## src/jsu_pkg.sv

```systemverilog
// Shared types and constants for the JSON string unescape block.
package jsu_pkg;

  localparam int BYTE_W      = 8;
  localparam int MAX_RESULTS = 5;
  localparam int MAX_DATA    = 4;
  localparam int CNT_W       = $clog2(MAX_RESULTS + 1);

  // Top six bits of a UTF-16 unit that mark high and low surrogates
  localparam logic [5:0]  SURR_HI_TAG = 6'b110110;
  localparam logic [5:0]  SURR_LO_TAG = 6'b110111;
  localparam logic [20:0] SUPP_BASE   = 21'h10000;

  // UTF-8 length limits
  localparam logic [20:0] UTF8_MAX1 = 21'h00007F;
  localparam logic [20:0] UTF8_MAX2 = 21'h0007FF;
  localparam logic [20:0] UTF8_MAX3 = 21'h00FFFF;

  // Decoder modes
  typedef enum logic [5:0] {
    MD_PLAIN   = 6'b000001,
    MD_ESC     = 6'b000010,
    MD_HEX1    = 6'b000100,
    MD_WANT_BS = 6'b001000,
    MD_WANT_U  = 6'b010000,
    MD_HEX2    = 6'b100000
  } mode_t;

  // One result item
  typedef struct packed {
    logic [BYTE_W-1:0] data;
    logic              is_end;
    logic              error;
  } result_t;

endpackage

```

## src/json_string_unescape.sv

```systemverilog
// Top level: streaming JSON string unescape with UTF-8 output.
// An accepted request's results wait in the result group, then the output register.
// Throughput: one input byte per cycle while out_stall is low and each item gives
// at most one result; a larger item holds the input while the group drains out.
// Reset (rst_n low, synchronous) returns the decoder to plain text mode and
// empties the result group and output register.
module json_string_unescape
  import jsu_pkg::*;
(
  input  logic              clk,
  input  logic              rst_n,
  input  logic              in_valid,
  output logic              in_stall,
  input  logic [BYTE_W-1:0] in_byte,
  input  logic              in_last,
  output logic              out_valid,
  input  logic              out_stall,
  output logic [BYTE_W-1:0] out_byte,
  output logic              out_is_end,
  output logic              out_error
);

  localparam logic [7:0] CH_BSLASH = 8'h5C;
  localparam logic [7:0] CH_QUOTE  = 8'h22;
  localparam logic [7:0] CH_SLASH  = 8'h2F;
  localparam logic [7:0] CH_B      = 8'h62;
  localparam logic [7:0] CH_F      = 8'h66;
  localparam logic [7:0] CH_N      = 8'h6E;
  localparam logic [7:0] CH_R      = 8'h72;
  localparam logic [7:0] CH_T      = 8'h74;
  localparam logic [7:0] CH_U      = 8'h75;

  // Hex digit to {ok, value}
  function automatic logic [4:0] hex_nib(input logic [7:0] c);
    logic [7:0] d;
    begin
      d = 8'h00;
      hex_nib = 5'b0_0000;
      if (c inside {[8'h30:8'h39]}) begin
        d = c - 8'h30;
        hex_nib = {1'b1, d[3:0]};
      end else if (c inside {[8'h61:8'h66]}) begin
        d = c - 8'h57;
        hex_nib = {1'b1, d[3:0]};
      end else if (c inside {[8'h41:8'h46]}) begin
        d = c - 8'h37;
        hex_nib = {1'b1, d[3:0]};
      end
    end
  endfunction

  // Decoder state
  mode_t       mode_r, mode_nxt;
  logic [1:0]  hcnt_r, hcnt_nxt;
  logic [15:0] acc_r, acc_nxt;
  logic [9:0]  hs_r, hs_nxt;
  logic        err_r, err_nxt;

  // Result group and output register
  result_t           grp_r [MAX_RESULTS];
  result_t           grp_nxt [MAX_RESULTS];
  logic [CNT_W-1:0]  grp_cnt_r, grp_cnt_nxt;
  result_t           outq_r, outq_nxt;
  logic              out_valid_r, out_valid_nxt;

  // Decode results
  result_t          slot [MAX_RESULTS];
  logic [CNT_W-1:0] res_n;
  logic [4:0]       nib;
  logic [15:0]      acc_sh;
  logic             lit_en;
  logic [7:0]       lit_byte;
  logic             emit_en;
  logic [20:0]      emit_cp;
  logic [7:0]       dat [MAX_DATA];
  logic [CNT_W-1:0] dat_n;
  logic             end_err;

  logic in_acc;
  logic move;

  // Hand off the group head when the output register frees up
  assign move     = (grp_cnt_r != '0) && (!out_valid_r || !out_stall);
  assign in_stall = !((grp_cnt_r == '0) ||
                      ((grp_cnt_r == CNT_W'(1)) && move));
  assign in_acc   = in_valid && !in_stall;

  assign nib    = hex_nib(in_byte);
  assign acc_sh = {acc_r[11:0], nib[3:0]};

  // Advance the decoder for one byte
  always_comb begin
    mode_nxt = mode_r;
    hcnt_nxt = hcnt_r;
    acc_nxt  = acc_r;
    hs_nxt   = hs_r;
    err_nxt  = err_r;
    lit_en   = 1'b0;
    lit_byte = in_byte;
    emit_en  = 1'b0;
    emit_cp  = '0;
    if (!err_r) begin
      case (mode_r)
        MD_ESC: begin
          mode_nxt = MD_PLAIN;
          case (in_byte)
            CH_B: begin
              lit_en = 1'b1; lit_byte = 8'h08;
            end
            CH_F: begin
              lit_en = 1'b1; lit_byte = 8'h0C;
            end
            CH_N: begin
              lit_en = 1'b1; lit_byte = 8'h0A;
            end
            CH_R: begin
              lit_en = 1'b1; lit_byte = 8'h0D;
            end
            CH_T: begin
              lit_en = 1'b1; lit_byte = 8'h09;
            end
            CH_BSLASH, CH_QUOTE, CH_SLASH: begin
              lit_en = 1'b1;
            end
            CH_U: begin
              mode_nxt = MD_HEX1;
              hcnt_nxt = 2'd0;
              acc_nxt  = 16'h0000;
            end
            default: begin
              err_nxt  = 1'b1;
              mode_nxt = MD_ESC;
            end
          endcase
        end
        MD_HEX1: begin
          if (!nib[4]) begin
            err_nxt = 1'b1;
          end else begin
            acc_nxt = acc_sh;
            if (hcnt_r == 2'd3) begin
              hcnt_nxt = 2'd0;
              if (acc_sh[15:10] == SURR_HI_TAG) begin
                hs_nxt   = acc_sh[9:0];
                mode_nxt = MD_WANT_BS;
              end else if (acc_sh[15:10] == SURR_LO_TAG) begin
                err_nxt = 1'b1;
              end else begin
                emit_en  = 1'b1;
                emit_cp  = {5'd0, acc_sh};
                mode_nxt = MD_PLAIN;
              end
            end else begin
              hcnt_nxt = hcnt_r + 2'd1;
            end
          end
        end
        MD_WANT_BS: begin
          if (in_byte == CH_BSLASH) mode_nxt = MD_WANT_U;
          else err_nxt = 1'b1;
        end
        MD_WANT_U: begin
          if (in_byte == CH_U) begin
            mode_nxt = MD_HEX2;
            hcnt_nxt = 2'd0;
            acc_nxt  = 16'h0000;
          end else begin
            err_nxt = 1'b1;
          end
        end
        MD_HEX2: begin
          if (!nib[4]) begin
            err_nxt = 1'b1;
          end else begin
            acc_nxt = acc_sh;
            if (hcnt_r == 2'd3) begin
              hcnt_nxt = 2'd0;
              if (acc_sh[15:10] != SURR_LO_TAG) begin
                err_nxt = 1'b1;
              end else begin
                emit_en  = 1'b1;
                emit_cp  = SUPP_BASE + {1'b0, hs_r, acc_sh[9:0]};
                mode_nxt = MD_PLAIN;
              end
            end else begin
              hcnt_nxt = hcnt_r + 2'd1;
            end
          end
        end
        default: begin
          if (in_byte == CH_BSLASH) mode_nxt = MD_ESC;
          else lit_en = 1'b1;
        end
      endcase
    end
    // Close the string: report status and return to idle
    end_err = err_nxt || (mode_nxt != MD_PLAIN);
    if (in_last) begin
      mode_nxt = MD_PLAIN;
      hcnt_nxt = 2'd0;
      acc_nxt  = 16'h0000;
      hs_nxt   = 10'd0;
      err_nxt  = 1'b0;
    end
  end

  // Encode literal or code point into data bytes
  always_comb begin
    for (int i = 0; i < MAX_DATA; i++) dat[i] = 8'h00;
    dat_n = '0;
    if (lit_en) begin
      dat[0] = lit_byte;
      dat_n  = CNT_W'(1);
    end else if (emit_en) begin
      if (emit_cp <= UTF8_MAX1) begin
        dat[0] = emit_cp[7:0];
        dat_n  = CNT_W'(1);
      end else if (emit_cp <= UTF8_MAX2) begin
        dat[0] = {3'b110, emit_cp[10:6]};
        dat[1] = {2'b10, emit_cp[5:0]};
        dat_n  = CNT_W'(2);
      end else if (emit_cp <= UTF8_MAX3) begin
        dat[0] = {4'b1110, emit_cp[15:12]};
        dat[1] = {2'b10, emit_cp[11:6]};
        dat[2] = {2'b10, emit_cp[5:0]};
        dat_n  = CNT_W'(3);
      end else begin
        dat[0] = {5'b11110, emit_cp[20:18]};
        dat[1] = {2'b10, emit_cp[17:12]};
        dat[2] = {2'b10, emit_cp[11:6]};
        dat[3] = {2'b10, emit_cp[5:0]};
        dat_n  = CNT_W'(4);
      end
    end
  end

  // Build the result group, end result after the data bytes
  always_comb begin
    for (int i = 0; i < MAX_RESULTS; i++) slot[i] = '0;
    for (int i = 0; i < MAX_DATA; i++) slot[i].data = dat[i];
    for (int i = 0; i < MAX_RESULTS; i++) begin
      if (in_last && (CNT_W'(i) == dat_n)) begin
        slot[i].data   = 8'h00;
        slot[i].is_end = 1'b1;
        slot[i].error  = end_err;
      end
    end
    res_n = dat_n + CNT_W'(in_last);
  end

  // Drain the group one result a cycle while the output is not stalled; load a new group on acceptance
  always_comb begin
    for (int i = 0; i < MAX_RESULTS; i++) grp_nxt[i] = grp_r[i];
    grp_cnt_nxt   = grp_cnt_r;
    outq_nxt      = outq_r;
    out_valid_nxt = out_valid_r;
    if (move) begin
      outq_nxt      = grp_r[0];
      out_valid_nxt = 1'b1;
      for (int i = 0; i < MAX_RESULTS - 1; i++) grp_nxt[i] = grp_r[i+1];
      grp_nxt[MAX_RESULTS-1] = '0;
      grp_cnt_nxt = grp_cnt_r - CNT_W'(1);
    end else if (!out_stall) begin
      out_valid_nxt = 1'b0;
    end
    if (in_acc) begin
      for (int i = 0; i < MAX_RESULTS; i++) grp_nxt[i] = slot[i];
      grp_cnt_nxt = res_n;
    end
  end

  // Control state
  always_ff @(posedge clk) begin
    if (!rst_n) begin
      mode_r      <= MD_PLAIN;
      hcnt_r      <= 2'd0;
      acc_r       <= 16'h0000;
      hs_r        <= 10'd0;
      err_r       <= 1'b0;
      grp_cnt_r   <= '0;
      out_valid_r <= 1'b0;
    end else begin
      if (in_acc) begin
        mode_r <= mode_nxt;
        hcnt_r <= hcnt_nxt;
        acc_r  <= acc_nxt;
        hs_r   <= hs_nxt;
        err_r  <= err_nxt;
      end
      grp_cnt_r   <= grp_cnt_nxt;
      out_valid_r <= out_valid_nxt;
    end
  end

  // Payload registers
  always_ff @(posedge clk) begin
    for (int i = 0; i < MAX_RESULTS; i++) grp_r[i] <= grp_nxt[i];
    outq_r <= outq_nxt;
  end

  assign out_valid  = out_valid_r;
  assign out_byte   = outq_r.data;
  assign out_is_end = outq_r.is_end;
  assign out_error  = outq_r.error;

endmodule

```

## config.mk

```make
export PLATFORM = sky130hd
export DESIGN_NAME = json_string_unescape
export DESIGN_NICKNAME = d
export VERILOG_FILES = /design/src/jsu_pkg.sv /design/src/json_string_unescape.sv
export SDC_FILE = /design/constraint.sdc
export NUM_CORES = 1
export LEC_CHECK = 0
export BUFFER_PORTS_ARGS = -buffer_cell sky130_fd_sc_hd__buf_4
export CAP_MARGIN = 10
export CELL_PAD_IN_SITES_DETAIL_PLACEMENT = 1
export CELL_PAD_IN_SITES_GLOBAL_PLACEMENT = 1
export CORE_ASPECT_RATIO = 2
export CORE_MARGIN = 3
export CORE_UTILIZATION = 30
export DETAILED_ROUTE_END_ITERATION = 8
export PLACE_DENSITY = 0.67
export SLEW_MARGIN = 15
export SYNTH_ARGS = -nofsm -noshare
export SYNTH_HDL_FRONTEND = slang
export SYNTH_SLANG_ARGS = --single-unit
```

## constraint.sdc

```tcl
create_clock -name clk -period 3.2 [get_ports clk]
set_input_delay 0.48 -clock clk [delete_from_list [all_inputs] [get_ports clk]]
set_output_delay 0.48 -clock clk [all_outputs]
set_load 0.01 [all_outputs]
```

# ---- Yosys cells after proc, flatten, opt, wreduce, memory -nomap -nowiden
# Memory sizes are Yosys's and may differ from the RTL's.
# Cells that the tools add are included.
# W data, S select, Z words.
dict set report op_classes {
  n_addsub 7
  n_lt_le_gt_ge 9
  n_eq_ne 28
  mux 100
  reduce_logical 33
}
# cell n
set ops {}
lappend ops {{$mux W24} 6}
lappend ops {{$mux W21} 5}
lappend ops {{$mux W10} 10}
lappend ops {{$mux W50} 2}
lappend ops {{$mux W16} 6}
lappend ops {{$mux W6} 12}
lappend ops {{$eq A8 B7 Y1 const B} 7}
lappend ops {{$mux W12} 4}
lappend ops {{$pmux W21 S2} 1}
lappend ops {{$mux W8} 5}
lappend ops {{$pmux W8 S5} 1}
lappend ops {{$mux W32} 1}
lappend ops {{$pmux W6 S5} 1}
lappend ops {{$mux W1} 24}
lappend ops {{$pmux W12 S2} 1}
lappend ops {{$add A17 B20 Y21 const A} 1}
lappend ops {{$le A21 B11 Y1 const B} 1}
lappend ops {{$le A21 B16 Y1 const B} 1}
lappend ops {{$le A21 B7 Y1 const B} 1}
lappend ops {{$mux W3} 7}
lappend ops {{$eq A6 B6 Y1 const B} 3}
lappend ops {{$eq A8 B6 Y1 const B} 2}
lappend ops {{$ge A8 B7 Y1 const B} 2}
lappend ops {{$le A8 B7 Y1 const B} 2}
lappend ops {{39 further kinds} 71}
dict set report totals {
  register_bits 45
  ramBits 50
  input_bits 13
  out_inout_bits 12
  wordCells 188
  memories 1
}
# memory words word_bits read_ports rd_ports_with_merged_regs wr line_no
set mem_list {}
lappend mem_list {grp_r 5 10 5 0 5 json_string_unescape.sv:60} ;# result_t grp_r [MAX_RESULTS];

# ---- Depth between registers and ports, before layout
# Gate-level depths: netlist of run 1.
dict set report depth {
  ltp_word 23
  ltp_mapped 13
}

# ---- Least setup slack after synthesis of run 1
# No wires, ideal clock.
dict set report synth_timing {
  path_kind {reg-to-reg}
  startpoint {register, netlist name grp_cnt_r[0]}
  endpoint {memory grp_r[0][0] (netlist name), enable pin}
  setup_time_ns 0.402
  arrival_time_ns 2.566
  required_time_ns 2.798
  setup_slack_ns 0.231
  path_stages_with_launch 6
  n_path_buf 0
  period_less_slack_ns 2.969
  cell_sequence {dfxtp_1 -> inv_1 -> ha_1 -> nor2b_1 -> a21oi_1 -> nand2b_1}
}
# item line_no
set synth_rtl {}
lappend synth_rtl {{end: declaration} json_string_unescape.sv:60}

# ---- Worst setup path after layout of run 1
dict set report layout_timing {
  startpoint {register mode_r[3]}
  endpoint {register grp_cnt_r[2]}
}
dict set report layout_between {
  elab_chain_cells 11
  elab_cells_between_ends 22
  classes_between {1 x add/sub; 3 x order compare; 5 x eq/ne; 12 x mux; 1 x reduce/logical}
}
# item line_no
set layout_lines {}
lappend layout_lines {{start: declaration} json_string_unescape.sv:53} ;# mode_t mode_r, mode_nxt;
lappend layout_lines {{start signal: assignment} json_string_unescape.sv:284} ;# mode_r <= mode_nxt;
lappend layout_lines {{$eq A6 B6 Y1 or $eq A6 B3 Y1 (tied branches)} json_string_unescape.sv:103} ;# case (mode_r)
lappend layout_lines {{$pmux W21 S2} json_string_unescape.sv:103}
lappend layout_lines {{$mux W21} json_string_unescape.sv:102} ;# if (!err_r) begin
lappend layout_lines {{$le A21 B16 Y1} json_string_unescape.sv:222} ;# end else if (emit_cp <= UTF8_MAX3) begin
lappend layout_lines {{$mux W3} json_string_unescape.sv:222}
lappend layout_lines {{$mux W3} json_string_unescape.sv:218} ;# end else if (emit_cp <= UTF8_MAX2) begin
lappend layout_lines {{$mux W3} json_string_unescape.sv:215} ;# if (emit_cp <= UTF8_MAX1) begin
lappend layout_lines {{$mux W3} json_string_unescape.sv:214} ;# end else if (emit_en) begin
lappend layout_lines {{$mux W3 *} json_string_unescape.sv:211} ;# if (lit_en) begin
lappend layout_lines {{$add A3 B1 Y3 *} json_string_unescape.sv:248} ;# res_n = dat_n + CNT_W'(in_last);
lappend layout_lines {{$mux W3 *} json_string_unescape.sv:266} ;# if (in_acc) begin
lappend layout_lines {{end signal: assignment} json_string_unescape.sv:290} ;# grp_cnt_r <= grp_cnt_nxt;
lappend layout_lines {{end: declaration} json_string_unescape.sv:62} ;# logic [CNT_W-1:0] grp_cnt_r, grp_cnt_nxt;
# Mark *: on every way between the ends. The rest lies on a longest branch, timed or not.
# A chain may end at the register's enable or synchronous reset.

==> metrics, run 1 <==
result of the run finished clean; CTS H-tree lvls 3; number of buffers created by CTS 9; slew of the pin with the lowest slew margin 0.771 ns; Die Y-Extent roughly 190 µm; Die Outline Area 0.0187 mm²; number of buffer and inverter stages on the critical path 0; Bufs on Longest Clock Path 2; top flip-flop cell by instance count after synthesis edfxtp_1; largest family of logic cells by synthesized area simple AND/OR/NAND/NOR gates; cell at the root of the clock tree clkbuf_16; commonest cells in the synthesized netlist 67 x nand2_1, 49 x edfxtp_1, 41 x nor2_1; Die Span X 98.1 µm; clock-pin transition on the worst setup and hold timing paths around 0.060 ns; largest voltage drop on the vdd net 0.389 mV; signal arrival time at the worst endpoint 3.29 ns; final-report hold violation count 0; final design utilization 0.367; leakage power around 2.2 nW; standard cell area after detailed placement roughly 0.0057 mm²; cells along the critical path or4_1 -> nor4_4 -> a22oi_1 -> a21o_1 -> nor3_2 -> o21ai_2 -> ha_1 -> ha_1 -> xnor2_1 -> o211a_1; post-cts hold buffer count 0; Top Family by Delay on Critical Path simple AND/OR/NAND/NOR gates; total count of max-transition violations in the final report 0; portion of synthesized cell area occupied by the leading cell type 0.289; Cell variety after synth 83; setup repair after global routing missed its margin false; Logic pwr share 0.282; via count of the first global-routing pass 4964; worst-path cell with the longest stage delay or4_1; insertion delay of the later-clocked pin in the worst-skew pair about 0.35 ns; TritonCTS clock tree built; Post-DP HPWL between 10000 and 15000 µm; Post-Synthesis Cells 559; simple-gate share of the synthesized area 0.246; EDFF count, synth 49; largest incremental delay on the critical path approximately 0.74 ns; Filler cells 1924; # resized after CTS 0; hold depth 0; Core Area ~0.016 mm²; Row Count 66; Peak Freq 0.328 GHz; clock sink count 84; Required @ worst endpoint ~3.4 ns; Worst Reg-to-Reg Cells 10; initial core utilization 0.310; number of storage elements in the synthesis netlist 84; Tot GR Track Use 0.190; library cell appearing most often on the critical path ha_1; share of the yosys chip area belonging to registers 0.427; power per standard cell area 676 mW/mm²; non-filler instance count after layout 809; number of placed instances with taps included between 700 and 800; Netlist Area Pre-Place a little over 0.005 mm²; switching power 1.30 mW; number of design-rule violations left by the first detailed-router iteration 171; average detailed-routed wire length per instance roughly 22 µm; placer's final routability congestion estimate 0.930; CP Depth 10; element type at the critical path start register; fraction of the mapped netlist area in compound gates 0.226; Crit. End Element register; Switching Share 0.320; skew final 0.00699 ns; detailed-route vias per instance 5.66; maximum number of pins on one net before global-route repair 40; Post-CTS Setup Inserts 0; syn nets between 500 and 600; worst slew slack as a fraction of its limit 0.485; crit-path max FO 8; Final period util 0.953; crit path time final 3.05 ns; xor and xnor fraction of the mapped netlist area 0.0155; final instance area 0.00603 mm²; DP Worst Slack 0.0120 ns; share of synthesized cell area in full adder, half adder and majority cells 0.0271; setup ws final 0.151 ns; FFs w/ async S/R, synth 0; number of optimization iterations in the first detailed-route pass 4; GRT overflow 0; path class of the lowest-slack min-delay path reg2reg; sequential fraction of design power 0.436; initial antenna violation count 0; remaining antenna violation count 0; count of input and output buffers 24; Int Pwr 2.77 mW; Area contributors post-synth edfxtp_1 29%, dfxtp_1 14%, nand2_1 4.9%; most frequently used cell type in the post-synthesis netlist nand2_1; number of antenna repair diodes 0; Synth-to-Final Area Change 18.6%; Mean Syn Cell Area 9.10 µm²; YS warnings 0; Top-Level Pins 25; Setup Viol. Count Final 0; number of design rule violations left after detail routing 0; routed vias 4581; critical path class reg2reg; sum of routed wire length over all layers ~17000 µm; post-synthesis cell type with the largest combined area edfxtp_1; number of maximum-capacitance violations 0; fraction of layout instances using a drive strength above 1 0.177; clock network fraction of design power 0.281; global-route wire length before repair 27300 µm; number of nets in the finished design 624; proportion of synthesized area in mux cells 0.0143
[cells by family after synthesis]
group	count (synthesis)
buffers and inverters	53
adders and majority gates	11
other	1
DFF	84
AOI/OAI and AO/OA	159
muxes	7
xor gates and xnor gates	9
and+or+nand+nor	235
[power by group through the flow]
stage          clock network [mW]  logic [mW]  registers (mW)
2_1_floorplan                   0       0.640            1.81
3_3_place_gp                    0        1.13            1.78
3_5_place_dp                    0        1.16            1.81
4_1_cts                      1.18        1.16            1.78
5_1_grt                      1.22        1.26            1.82
6_report                     1.15        1.15            1.78
[cell type report]
| type | instances | area (µm²) | share of cell area |
|---|---|---|---|
| Tap cell | 204 | 255 | 0.0423 |
| Timing Repair Buffer | 69 | 518 | 0.0859 |
| Multi-Input combinational cell | 422 | 2710 | 0.449 |
| Inverter | 14 | 52.6 | 0.00871 |
| Clock buffer | 9 | 225 | 0.0373 |
| Clock inverter | 7 | 97.6 | 0.0162 |
| Sequential cell | 84 | 2170 | 0.360 |
[cells in the final DEF (no fill, tap or decap), types with 7 or more instances in the layout]
cell type  instances
buf_4             69
nand2_1           66
edfxtp_1          49
nor2_1            41
dfxtp_1           35
o21ai_0           31
a22oi_1           25
a21oi_1           21
nor3_1            20
nor2b_1           19
nand3_1           18
inv_1             14
and2_1            11
ha_1              11
a31oi_1            9
clkbuf_16          9
nand2b_1           8
a21o_1             7
[per-layer routing]
metal	GRT usage	part of all wire	vias up
li1	-	-	2172
met1	0.174	0.34	2245
met2	0.370	0.56	111
met3	0.0275	0.031	53
met4	0.134	0.070	0
met5	0	0	-
[per-stage QoR]
| stage | total power [mW] | hold slack, ns | setup TNS (ns) |
|---|---|---|---|
| 6_report | 4.07 | 0.420 | 0 |
| 3_3_place_gp | 2.91 | 0.401 | -0.0102 |
| 5_1_grt | 4.29 | 0.428 | 0 |
| 4_1_cts | 4.13 | 0.422 | 0 |
| 2_1_floorplan | 2.45 | 0.400 | 0 |
| 3_5_place_dp | 2.96 | 0.407 | 0 |
[worst paths after layout]
kind / start / to / slack [ns]
setup / recovery: mode_r[3] / grp_cnt_r[2] / 0.15
hold / removal: grp_r[0][1] / out_is_end / 0.42
setup reg to reg: mode_r[3] / grp_cnt_r[2] / 0.15
hold reg to reg: grp_r[0][1] / out_is_end / 0.42
[registers in the layout, indices dropped and copies added (netlist names)]
name	count
out_valid	1
mode_r	6
hs_r	10
grp_r	39
grp_cnt_r	3
hcnt_r	2
out_byte	8
acc_r	12
err_r	1
out_error	1
out_is_end	1
Power figures use the tool's default switching activity.
==> run 2, diff against run 1 <==
Settings changed: PLACE_DENSITY 0.67 to 0.65.
Clock period 3.2 ns to 3.3 ns, I/O delays scaled along.
==> run 2 against run 1 <==
  * Clock power down 8%
  * Critical path type unchanged
  * Clock-buffer cell count is the same
  * Die area unchanged
  * Design area shrank 1.1%
  * Core utilization down 0.41 points
  * Fmax fell by 3.0%
  * Worst setup slack better by 0.0048 ns
  * Sequential power decreased by 3%
  * Sequential share of layout area up 0.41 points
==> metrics, run 2 (same netlist as run 1, synthesis figures left out) <==
element type at the critical path start register; Peak Freq 0.318 GHz (-3.0%); Die Y-Extent 190 µm (unchanged); remaining antenna violation count 0 (unchanged); number of optimization iterations in the first detailed-route pass 4 (unchanged); Row Count 66 (unchanged); Core Area 0.0164 mm² (unchanged); setup repair after global routing missed its margin false; Post-DP HPWL 13500 µm (-1.0%); clock-pin transition on the worst setup and hold timing paths 0.07 ns (about the same); number of buffers created by CTS 9 (unchanged); clock sink count 84 (unchanged); Crit. End Element register; Tot GR Track Use 0.190 (-0.000294); detailed-route vias per instance 5.72 (+1.1%); Reg with most FFs grp_r; Synth-to-Final Area Change 17.2%; average detailed-routed wire length per instance 21.6 µm (+0.49%); number of placed instances with taps included 787 (-0.76%); Required @ worst endpoint 3.55 ns (+0.11 ns); post-cts hold buffer count 0 (unchanged); crit-path max FO 8 (unchanged); insertion delay of the later-clocked pin in the worst-skew pair 0.36 ns (about the same); Die Outline Area 0.0187 mm² (unchanged); slew of the pin with the lowest slew margin 0.813 ns (+0.0416 ns); placer's final routability congestion estimate 0.840 (-9.6%); power per standard cell area 651 mW/mm² (-3.6%); standard cell area after detailed placement 0.00565 mm² (-0.79%); crit path time final 3.14 ns (+0.0952 ns); routed vias 4595 (+0.31%); Register-to-Register Setup Slack 0.16 ns (about the same); result of the run finished clean; non-filler instance count after layout 803 (-0.74%); via count of the first global-routing pass 4789 (-3.5%); Bufs on Longest Clock Path 2 (unchanged); leakage power 2.13 nW (-2.0%); Top-Level Pins 25 (unchanged); total power of the final layout 3.88 mW (-4.7%); largest voltage drop on the vdd net 0.282 mV (-27%); Final period util 0.953 (about the same); worst slew slack as a fraction of its limit 0.451 (-0.0343); number of maximum-capacitance violations 0 (unchanged); commonest non-fill, non-tap cells in the layout 66 x nand2_1, 63 x buf_4, 49 x edfxtp_1; path class of the lowest-slack min-delay path reg2reg; CTS H-tree lvls 3 (unchanged); GRT overflow 0 (unchanged); Setup Viol. Count Final 0 (unchanged); number of antenna repair diodes 0 (unchanged); critical path class reg2reg; initial core utilization 0.310 (unchanged); worst-case hold slack 0.430 ns (+0.00966 ns); cell at the root of the clock tree clkbuf_16; number of design-rule violations left by the first detailed-router iteration 190 (+11%); final instance area 0.00596 mm² (-1.1%); final-report hold violation count 0 (unchanged); initial antenna violation count 0 (unchanged); total count of max-transition violations in the final report 0 (unchanged); commonest non-fill, non-tap cell in the layout nand2_1; TritonCTS clock tree built; fraction of layout instances using a drive strength above 1 0.169 (-0.00825); number of nets in the finished design 618 (-0.96%); maximum number of pins on one net before global-route repair 40 (unchanged); skew final 0.00855 ns (+0.00156 ns); largest registers grp_r: 39 flops, acc_r: 12 flops, hs_r: 10 flops; sum of routed wire length over all layers 17400 µm (-0.26%); count of input and output buffers 24 (unchanged); global-route wire length before repair 27200 µm (-0.48%); Die Span X 98.1 µm (unchanged); number of design rule violations left after detail routing 0 (unchanged); Fin Setup TNS 0 ns (unchanged); Largest register FFs 39 (unchanged); signal arrival time at the worst endpoint 3.40 ns (+0.11 ns)
run 2: cell type report:
type / instances / area, µm²
fill: 1936 / 10500
multi-input combinational: 422 / 2710
sequential: 84 / 2170
timing repair buffer: 63 / 473
tap: 204 / 255
clock buffer: 9 / 225
clock inverter: 7 / 80.1
inverter: 14 / 52.6
run 2: per-layer routing:
layer | routed length [µm] | up-vias | GRT usage
met5 | 0 | - | 0
met4 | 1050 | 0 | 0.123
met3 | 460 | 47 | 0.0286
met2 | 9660 | 106 | 0.359
met1 | 6200 | 2281 | 0.187
li1 | - | 2161 | -
run 2: path summary, 6_finish.rpt:
kind / start / to / depth (start not counted)
max: mode_r[3] / grp_cnt_r[2] / 10
min: grp_r[0][2] / out_byte[0] / 0
max reg2reg: mode_r[3] / grp_cnt_r[2] / 10
min reg2reg: grp_r[0][2] / out_byte[0] / 0
run 2: per-stage QoR:
step	utilization	setup WS, ns
floorplan	-	0.331
global placement	0.344	0.175
detailed placement	0.344	0.0988
CTS	0.363	0.148
global route	0.363	0.0306
finish	0.363	0.156
run 2: power by group:
part	total, mW	internal [mW]	switching [mW]
Clock	1.06	0.598	0.465
Sequential	1.72	1.61	0.109
Combinational	1.10	0.399	0.704
Total	3.88	2.61	1.28
run 2: worst max-delay path: stages (launching register included):
cell     delay [ns]
dfxtp_1        0.35
or4_1          0.74
nor4_4         0.48
a22oi_1        0.19
a21o_1         0.23
nor3_2         0.22
o21ai_2        0.11
ha_1           0.21
ha_1           0.19
xnor2_1        0.12
o211a_1        0.20
run 2: what timing repair did:
| action | 4_1_cts | 5_1_grt |
|---|---|---|
| endpoints found under the setup margin | 0 | 1 |
| setup buffers | 0 | 0 |
| gates resized for setup | 0 | 2 |
